[config.mk]
export PLATFORM = sky130hd
export DESIGN_NAME = running_mean_variance_stats
export DESIGN_NICKNAME = d
export VERILOG_FILES = /design/src/rtl/rmvs_pkg.sv /design/src/rtl/running_mean_variance_stats.sv
export VERILOG_INCLUDE_DIRS = /design/src /design/src/rtl
export SDC_FILE = /design/constraint.sdc
export NUM_CORES = 2
export LEC_CHECK = 0
export BUFFER_PORTS_ARGS = -buffer_cell sky130_fd_sc_hd__buf_2
export CORE_UTILIZATION = 57
export DETAILED_ROUTE_END_ITERATION = 8
export PLACE_DENSITY_LB_ADDON = 0.25
export SLEW_MARGIN = 40
export SYNTH_ARGS = -nofsm -noshare
export SYNTH_HDL_FRONTEND = slang
export SYNTH_SLANG_ARGS = --single-unit
[constraint.sdc]
create_clock -name clk_i -period 14.5 [get_ports clk_i]
set_clock_uncertainty 0.15 [all_clocks]
set_input_delay 0 -clock clk_i [delete_from_list [all_inputs] [get_ports clk_i]]
set_output_delay 0 -clock clk_i [all_outputs]
set_load 0.03 [all_outputs]
[src/rtl/running_mean_variance_stats_defines.svh]
// Assertion macros shared by the statistics block.
`ifndef RUNNING_MEAN_VARIANCE_STATS_DEFINES_SVH
`define RUNNING_MEAN_VARIANCE_STATS_DEFINES_SVH

// Same-cycle implication, disabled while reset is asserted.
`define RMVS_ASSERT_IMP(lbl, clk, rstn, ante, cons) \
  lbl: assert property (@(posedge clk) disable iff (!rstn) (ante) |-> (cons)) \
    else $error("running_mean_variance_stats: same-cycle check failed");

// Next-cycle implication, disabled while reset is asserted.
`define RMVS_ASSERT_NXT(lbl, clk, rstn, ante, cons) \
  lbl: assert property (@(posedge clk) disable iff (!rstn) (ante) |=> (cons)) \
    else $error("running_mean_variance_stats: next-cycle check failed");

`endif

[src/rtl/rmvs_pkg.sv]
package rmvs_pkg;

  // Widths of the sample path and of the internal accumulators.
  localparam int COUNT_BITS = 40;
  localparam int SAMPLE_W   = 48;
  localparam int MEAN_GUARD = 16;
  localparam int ACC_W      = 64;
  localparam int PROD_W     = 2 * ACC_W;
  localparam int REM_W      = COUNT_BITS + 1;
  localparam int STEP_W     = $clog2(ACC_W);

  // Result field widths.
  localparam int OUT_COUNT_W = 40;
  localparam int OUT_STD_W   = 47;
  localparam int OUT_DATA_W  = OUT_COUNT_W + 3 * SAMPLE_W + OUT_STD_W;
  localparam int OUT_TDATA_W = ((OUT_DATA_W + 7) / 8) * 8;
  localparam int IN_TDATA_W  = ((SAMPLE_W + 7) / 8) * 8;

  // Extreme sample values used as the reset of min and max.
  localparam logic signed [SAMPLE_W-1:0] SAMPLE_MAX = {1'b0, {(SAMPLE_W-1){1'b1}}};
  localparam logic signed [SAMPLE_W-1:0] SAMPLE_MIN = {1'b1, {(SAMPLE_W-1){1'b0}}};

  // Sequencer states.
  typedef enum logic [3:0] {
    ST_IDLE,
    ST_DELTA,
    ST_DIV1,
    ST_MEAN,
    ST_DELTA2,
    ST_MUL,
    ST_ACC,
    ST_DIV2,
    ST_SQRT,
    ST_OUT
  } rmvs_state_e;

endpackage

[src/rtl/running_mean_variance_stats.sv]
// A request is taken only while the sequencer is idle, so a new one waits
// until the last result has gone to the output; two bit-serial 64-step divisions
// by the count, a bit-serial 64-step multiply and a 32-step square root share
// one sequencer. The output register frees the input while a result waits.
// Reset (rst_ni low, asynchronous) clears the statistics to count 0, min to
// the most positive and max to the most negative sample, mean and m2 to 0.
`include "running_mean_variance_stats_defines.svh"

module running_mean_variance_stats (
  input  logic                              clk_i,
  input  logic                              rst_ni,
  input  logic                              s_axis_tvalid,
  output logic                              s_axis_tready,
  input  logic [rmvs_pkg::IN_TDATA_W-1:0]   s_axis_tdata,  // [47:0] sample
  input  logic                              s_axis_tuser,  // [0] restart
  output logic                              m_axis_tvalid,
  input  logic                              m_axis_tready,
  // [39:0] sample_count, [87:40] min_value, [135:88] max_value,
  // [183:136] mean_value, [230:184] std_dev, [231] zero
  output logic [rmvs_pkg::OUT_TDATA_W-1:0]  m_axis_tdata
);
  import rmvs_pkg::*;

  rmvs_state_e state_q, state_d;

  // Statistics.
  logic        [COUNT_BITS-1:0] count_q, count_d;
  logic signed [SAMPLE_W-1:0]   min_q, min_d;
  logic signed [SAMPLE_W-1:0]   max_q, max_d;
  logic        [ACC_W-1:0]      mean_q, mean_d;
  logic        [ACC_W-1:0]      m2_q, m2_d;

  // Working registers of the serial units.
  logic [ACC_W-1:0]      xs_q;
  logic                  neg_q;
  logic [ACC_W-1:0]      mag_q;
  logic [ACC_W-1:0]      work_q;
  logic [COUNT_BITS-1:0] rem_q;
  logic [PROD_W-1:0]     acc_q;
  logic [ACC_W-1:0]      sq_r_q;
  logic [ACC_W-1:0]      sq_bit_q;
  logic [STEP_W-1:0]     step_q;
  logic                  out_valid_q;
  logic [OUT_TDATA_W-1:0] out_data_q;

  logic in_accept;
  logic out_free;
  logic out_load;
  logic last_step;
  logic signed [SAMPLE_W-1:0] x_s;

  assign x_s       = $signed(s_axis_tdata[SAMPLE_W-1:0]);
  assign in_accept = s_axis_tvalid && s_axis_tready;
  assign out_free  = !out_valid_q || m_axis_tready;
  assign last_step = (step_q == {STEP_W{1'b1}});

  // Deviation of the shifted sample from the current mean, as sign and magnitude.
  logic             dev_neg;
  logic [ACC_W-1:0] dev_mag;
  always_comb begin
    dev_neg = $signed(xs_q) < $signed(mean_q);
    dev_mag = dev_neg ? (mean_q - xs_q) : (xs_q - mean_q);
  end

  // One restoring division step: the dividend shifts out of work_q, the
  // quotient bits shift in behind it.
  logic [REM_W-1:0]      div_trial;
  logic                  div_fits;
  logic [COUNT_BITS-1:0] div_rem;
  always_comb begin
    div_trial = {rem_q, work_q[ACC_W-1]};
    div_fits  = div_trial >= {1'b0, count_q};
    div_rem   = div_fits ? COUNT_BITS'(div_trial - {1'b0, count_q})
                         : div_trial[COUNT_BITS-1:0];
  end

  // One shift-and-add multiply step, multiplier bits taken from work_q.
  logic [ACC_W:0] mul_sum;
  always_comb begin
    mul_sum = {1'b0, acc_q[PROD_W-1:ACC_W]} + (work_q[0] ? {1'b0, mag_q} : '0);
  end

  // Product shifted down by twice the guard bits, then the saturating m2 sum.
  logic [ACC_W-1:0] term;
  logic [ACC_W:0]   m2_sum;
  logic [ACC_W-1:0] m2_new;
  always_comb begin
    term   = (|acc_q[PROD_W-1:PROD_W-32]) ? {ACC_W{1'b1}} : acc_q[PROD_W-33:32];
    m2_sum = {1'b0, m2_q} + {1'b0, term};
    m2_new = m2_sum[ACC_W] ? {ACC_W{1'b1}} : m2_sum[ACC_W-1:0];
  end

  // One digit-by-digit square root step.
  logic [ACC_W-1:0] sq_try;
  logic             sq_ge;
  always_comb begin
    sq_try = sq_r_q + sq_bit_q;
    sq_ge  = work_q >= sq_try;
  end

  // Next state of the sequencer.
  always_comb begin
    state_d = state_q;
    case (state_q)
      ST_IDLE:   if (in_accept) state_d = ST_DELTA;
      ST_DELTA:  state_d = ST_DIV1;
      ST_DIV1:   if (last_step) state_d = ST_MEAN;
      ST_MEAN:   state_d = ST_DELTA2;
      ST_DELTA2: state_d = ST_MUL;
      ST_MUL:    if (last_step) state_d = ST_ACC;
      ST_ACC:    state_d = ST_DIV2;
      ST_DIV2:   if (last_step) state_d = ST_SQRT;
      ST_SQRT:   if (sq_bit_q[0]) state_d = ST_OUT;
      ST_OUT:    if (out_free) state_d = ST_IDLE;
      default:   state_d = ST_IDLE;
    endcase
  end

  // Handshake outputs of the sequencer.
  always_comb begin
    s_axis_tready = 1'b0;
    out_load      = 1'b0;
    case (state_q)
      ST_IDLE: s_axis_tready = 1'b1;
      ST_OUT:  out_load      = out_free;
      default: begin
        s_axis_tready = 1'b0;
        out_load      = 1'b0;
      end
    endcase
  end

  // Next values of the statistics.
  always_comb begin
    count_d = count_q;
    min_d   = min_q;
    max_d   = max_q;
    mean_d  = mean_q;
    m2_d    = m2_q;
    case (state_q)
      ST_IDLE: begin
        if (in_accept) begin
          if (s_axis_tuser) begin
            // A restart counts this sample as the first one.
            count_d = COUNT_BITS'(1);
            min_d   = x_s;
            max_d   = x_s;
            mean_d  = '0;
            m2_d    = '0;
          end else begin
            count_d = (count_q == {COUNT_BITS{1'b1}}) ? count_q : count_q + 1'b1;
            min_d   = (x_s < min_q) ? x_s : min_q;
            max_d   = (max_q < x_s) ? x_s : max_q;
          end
        end
      end
      ST_MEAN: mean_d = neg_q ? (mean_q - work_q) : (mean_q + work_q);
      ST_ACC:  m2_d   = m2_new;
      default: ;
    endcase
  end

  // Control and statistics registers.
  always_ff @(posedge clk_i or negedge rst_ni) begin
    if (!rst_ni) begin
      state_q     <= ST_IDLE;
      count_q     <= '0;
      min_q       <= SAMPLE_MAX;
      max_q       <= SAMPLE_MIN;
      mean_q      <= '0;
      m2_q        <= '0;
      step_q      <= '0;
      out_valid_q <= 1'b0;
    end else begin
      state_q <= state_d;
      count_q <= count_d;
      min_q   <= min_d;
      max_q   <= max_d;
      mean_q  <= mean_d;
      m2_q    <= m2_d;
      if (state_q == ST_DIV1 || state_q == ST_MUL || state_q == ST_DIV2) begin
        step_q <= step_q + 1'b1;
      end else begin
        step_q <= '0;
      end
      if (out_load) begin
        out_valid_q <= 1'b1;
      end else if (m_axis_tready) begin
        out_valid_q <= 1'b0;
      end
    end
  end

  // Working registers of the divider, multiplier and square root.
  always_ff @(posedge clk_i) begin
    case (state_q)
      ST_IDLE: begin
        if (in_accept) xs_q <= {x_s, {MEAN_GUARD{1'b0}}};
      end
      ST_DELTA: begin
        neg_q  <= dev_neg;
        mag_q  <= dev_mag;
        work_q <= dev_mag;
        rem_q  <= '0;
      end
      ST_DIV1, ST_DIV2: begin
        work_q <= {work_q[ACC_W-2:0], div_fits};
        rem_q  <= div_rem;
        if (state_q == ST_DIV2 && last_step) begin
          sq_r_q   <= '0;
          sq_bit_q <= {2'b01, {(ACC_W-2){1'b0}}};
        end
      end
      ST_DELTA2: begin
        work_q <= dev_mag;
        acc_q  <= '0;
      end
      ST_MUL: begin
        acc_q  <= {mul_sum, acc_q[ACC_W-1:1]};
        work_q <= {1'b0, work_q[ACC_W-1:1]};
      end
      ST_ACC: begin
        work_q <= m2_new;
        rem_q  <= '0;
      end
      ST_SQRT: begin
        if (sq_ge) begin
          work_q <= work_q - sq_try;
          sq_r_q <= {1'b0, sq_r_q[ACC_W-1:1]} + sq_bit_q;
        end else begin
          sq_r_q <= {1'b0, sq_r_q[ACC_W-1:1]};
        end
        sq_bit_q <= {2'b00, sq_bit_q[ACC_W-1:2]};
      end
      default: ;
    endcase
  end

  // Result register.
  logic [ACC_W-1:0] count_wide;
  assign count_wide = ACC_W'(count_q);

  always_ff @(posedge clk_i) begin
    if (out_load) begin
      out_data_q <= OUT_TDATA_W'({sq_r_q[OUT_STD_W-1:0],
                                  mean_q[MEAN_GUARD+SAMPLE_W-1:MEAN_GUARD],
                                  max_q, min_q, count_wide[OUT_COUNT_W-1:0]});
    end
  end

  assign m_axis_tvalid = out_valid_q;
  assign m_axis_tdata  = out_data_q;

  // An accepted request always starts the deviation step.
  `RMVS_ASSERT_NXT(a_accept_starts, clk_i, rst_ni, in_accept, state_q == ST_DELTA)
  // The count is never zero while a sample is being worked on.
  `RMVS_ASSERT_IMP(a_count_nonzero, clk_i, rst_ni, state_q != ST_IDLE, count_q != '0)
  // The division remainder always stays below the divisor.
  `RMVS_ASSERT_IMP(a_rem_bound, clk_i, rst_ni, state_q == ST_DIV1 || state_q == ST_DIV2, rem_q < count_q)
  // The square root walks a single bit down the word.
  `RMVS_ASSERT_IMP(a_sqrt_onehot, clk_i, rst_ni, state_q == ST_SQRT, $onehot(sq_bit_q))

endmodule
==> results by group <==
Clock tree
  • Max clock buf depth: 3
  • CTS root buf: clkbuf_16
  • Clock-pin slew on the worst setup and hold paths: 0.06 ns
  • Post-cts resize count: 0
  • Worst skew pair latency: 0.73 ns
  • Hold_buf cts: 104
  • CTS Buf Count: 102
  • Num Clock Sinks: 915
  • Postcts setup bufs: 0
  • CTS tree: done
  • H-tree levels: 3

Synthesis
  • Number of synthesized flops with an enable pin: 640
  • Main flop type after synthesis: edfxtp_1
  • Synth warnings: 0
  • Flops & latches, synth: 915
  • Distinct cells, synth: 94
  • Synth Net Count: 7538
  • Post-synthesis cell area: 64500 um^2
  • Seq/Total Area, Yosys: 40.6%
  • Synthesized area per cell: 9.31 um^2
  • Ys async rst share: 30.1%
  • Mapped Cells: 6926

Place
  • PortBufs: 285
  • Placed insts: 8439
  • HPWL Detailed: 151000 um
  • RePlAce Congestion: 0.986
  • Placed Area: 67200 um^2

STA
  • Total negative slack: 0 ns
  • Final hold viol count: 0
  • Count of endpoints failing setup in the final report: 0
  • Max-slew violations: 0
  • RSZ-0062 raised after global routing: false
  • Final Cycle Share: 50.3%
  • Worst-margin pin slew: 0.942 ns
  • F_max: 137 MHz
  • Minimum clock period: 7.30 ns
  • Relative slew slack: 36.5%

Floorplanning
  • Area of the die: 114000 um^2
  • Boundary Pins: 287
  • Initial core utilization: 57.4%
  • Row count: 123
  • Die Wd: 338 um
  • Die Y: 338 um
  • Total core area: 112000 um^2

Critical path
  • WP data required: 14.79 ns
  • Worst r2r path cells: 23
  • Critical path class: flip-flop to flip-flop
  • FF-to-FF setup slack: 7.20 ns
  • Startpoint Class: flip-flop
  • FF-to-FF Start: sq_r_q[2]
  • CP Capture Type: flip-flop
  • WP data arrival: 7.59 ns
  • Crit Path Max Fanout: 76
  • Worst reg2reg path endpoint: sq_r_q[29]

Job
  • Max_cap viols: 0

Min path
  • Hold Path Origin: m_axis_tready
  • Min-delay worst type: input port to flip-flop
  • Worst Hold End: m_axis_tvalid
  • Worst Hold Depth: 4

Drt
  • Antenna Nets Post-Route: 0
  • WL final: 204000 um
  • Drt via density: 6.34
  • Vias: 55400
  • DRT Pass-1 Iters: 6
  • Per-cell routed wire length: 23.4 um
  • DR iter-0 viols: 5275
  • DRC Markers: 0

Layout
  • Fin area: 71700 um^2
  • Area delta synth->final: 11.2%
  • Antenna Cells: 0
  • Filler cells: 9258
  • Share of layout cells above drive strength 1: 9.40%
  • Final nets: 7761
  • Cell Count, Final, Fillers Out: 8736
  • Final core occ: 63.8%

GRT
  • Total global routing overflow: 0
  • First-pass GRT wire length: 313000 um
  • Total Routing Usage GR: 34.7%
  • Vias in the first global route: 52900
  • Largest net degree at the start of global routing: 142
  • Initial antenna violation count: 3

Power and ir drop
  • Tot Pwr: 0.00556 W
  • Peak VDD IR: 0.119 mV
  • Leak: 30.0 nW
  • PwrDens: 77.6 nW/um^2

Status
  • Status: finished, final reports clean
## layout by cell type (no fill, tap or decap), types with 111 or more instances in the layout
master / count
and3_1: 116
buf_2: 284
a21oi_1: 543
edfxtp_1: 640
nor2_1: 596
inv_1: 343
nand2_1: 616
nand3_1: 116
dfrtp_1: 227
a21o_1: 278
o21ai_0: 428
nand4_1: 135
ha_1: 553
a31oi_1: 173
or3_1: 111
xnor2_1: 324
xor2_1: 217
## metrics by stage
step           worst slack [ns]  hold slack [ns]
2_1_floorplan              4.14           -0.446
3_5_place_dp               7.20          -0.0734
4_1_cts                    7.16           0.0212
6_report                   7.20           0.0474
3_3_place_gp               7.09          -0.0865
5_1_grt                    6.64           0.0413
## routing by layer
layer	vias up	part of all wire (%)	global-route usage (%)
met1	27000	42	46.3
met2	2205	47	56.8
met5	-	0	0
li1	25800	-	-
met3	426	6.4	4.05
met4	0	5.1	15.6
## synthesized netlist by cell type (all sizes together), types with 40 or more instances
cell | instances | area (um^2)
edfxtp | 640 | 19200
nand2 | 617 | 2320
nor2 | 599 | 2250
ha | 553 | 6920
a21oi | 548 | 2760
o21ai | 454 | 2270
inv | 346 | 1300
xnor2 | 324 | 2840
clkbuf | 292 | 1100
a21o | 278 | 2090
dfrtp | 227 | 5680
xor2 | 217 | 1900
a31oi | 173 | 1080
nand4 | 135 | 845
and3 | 117 | 732
nand3 | 117 | 586
or3 | 112 | 701
and2 | 95 | 594
nor3 | 88 | 445
o21bai | 88 | 661
a211oi | 71 | 546
nor2b | 71 | 444
nand2b | 67 | 419
mux2i | 63 | 631
a221oi | 60 | 526
mux2 | 53 | 597
dfstp | 48 | 1260
o21a | 40 | 300
## cells by family after synthesis
family | share of synthesized area [%]
and+or+nand+nor | 15.7
xor gates and xnor gates | 7.35
other | 0.00582
AOI/OAI and AO/OA | 19.6
DFF | 40.6
buffers and inverters | 3.97
muxes | 1.90
adders and majority gates | 10.9
## report_power, final
part	internal, W	switching [W]	total [W]
combinational	0.0000344	0.0000499	0.0000843
clock	0.00156	0.00115	0.00271
sequential	0.00277	0.0000000000000000000104	0.00277
total	0.00437	0.00120	0.00556
## worst max path at each step
| stage | startpoint | to | cells after the start |
|---|---|---|---|
| after floorplan | sq_r_q[2] | work_q[0] | 21 |
| after global placement | sq_r_q[2] | work_q[56] | 21 |
| after detailed placement | sq_r_q[2] | work_q[4] | 21 |
| after CTS | sq_r_q[2] | work_q[22] | 21 |
| after global routing | sq_r_q[2] | sq_r_q[29] | 23 |
| final | sq_r_q[2] | sq_r_q[29] | 23 |
## worst max-delay path, cell delays in order (launching register included)
cell and delay, ns:
edfxtp_1 0.46, ha_1 0.37, a21oi_1 0.11, o21bai_1 0.20, a31oi_1 0.19, o41ai_1 0.63, o21ai_0 0.41, o41ai_1 0.44
buf_4 0.20, o221ai_1 0.17, o21ai_0 0.42, a21oi_1 0.20, nor2_1 0.12, o21ai_0 0.09, xor2_1 0.17, ha_1 0.35
and2_0 0.32, and3_1 0.26, nand3_1 0.18, o32ai_4 0.32, buf_4 0.67, o21ai_0 0.27, xor2_1 0.21, nor2_1 0.05
## cell type report
cell class	instances	area, um^2	share of cell area (%)
Tap cell	1500	1880	2.62
Multi-Input combinational cell	5341	36000	50.2
Inverter	346	1300	1.82
Timing Repair Buffer	443	2980	4.15
Sequential cell	915	26200	36.5
Clock inverter	57	661	0.921
Clock buffer	134	2760	3.85
## state kept, by name, indices dropped and copies added (netlist names), 4 cells and up
register / flops
max_q: 48
mag_q: 64
xs_q: 48
step_q: 6
m2_q: 64
acc_q: 96
sq_bit_q: 32
sq_r_q: 64
state_q: 4
min_q: 48
mean_q: 64
count_q: 40
work_q: 64
m_axis_tdata: 231
rem_q: 40
Note: power is estimated with default switching activity, not from simulation.
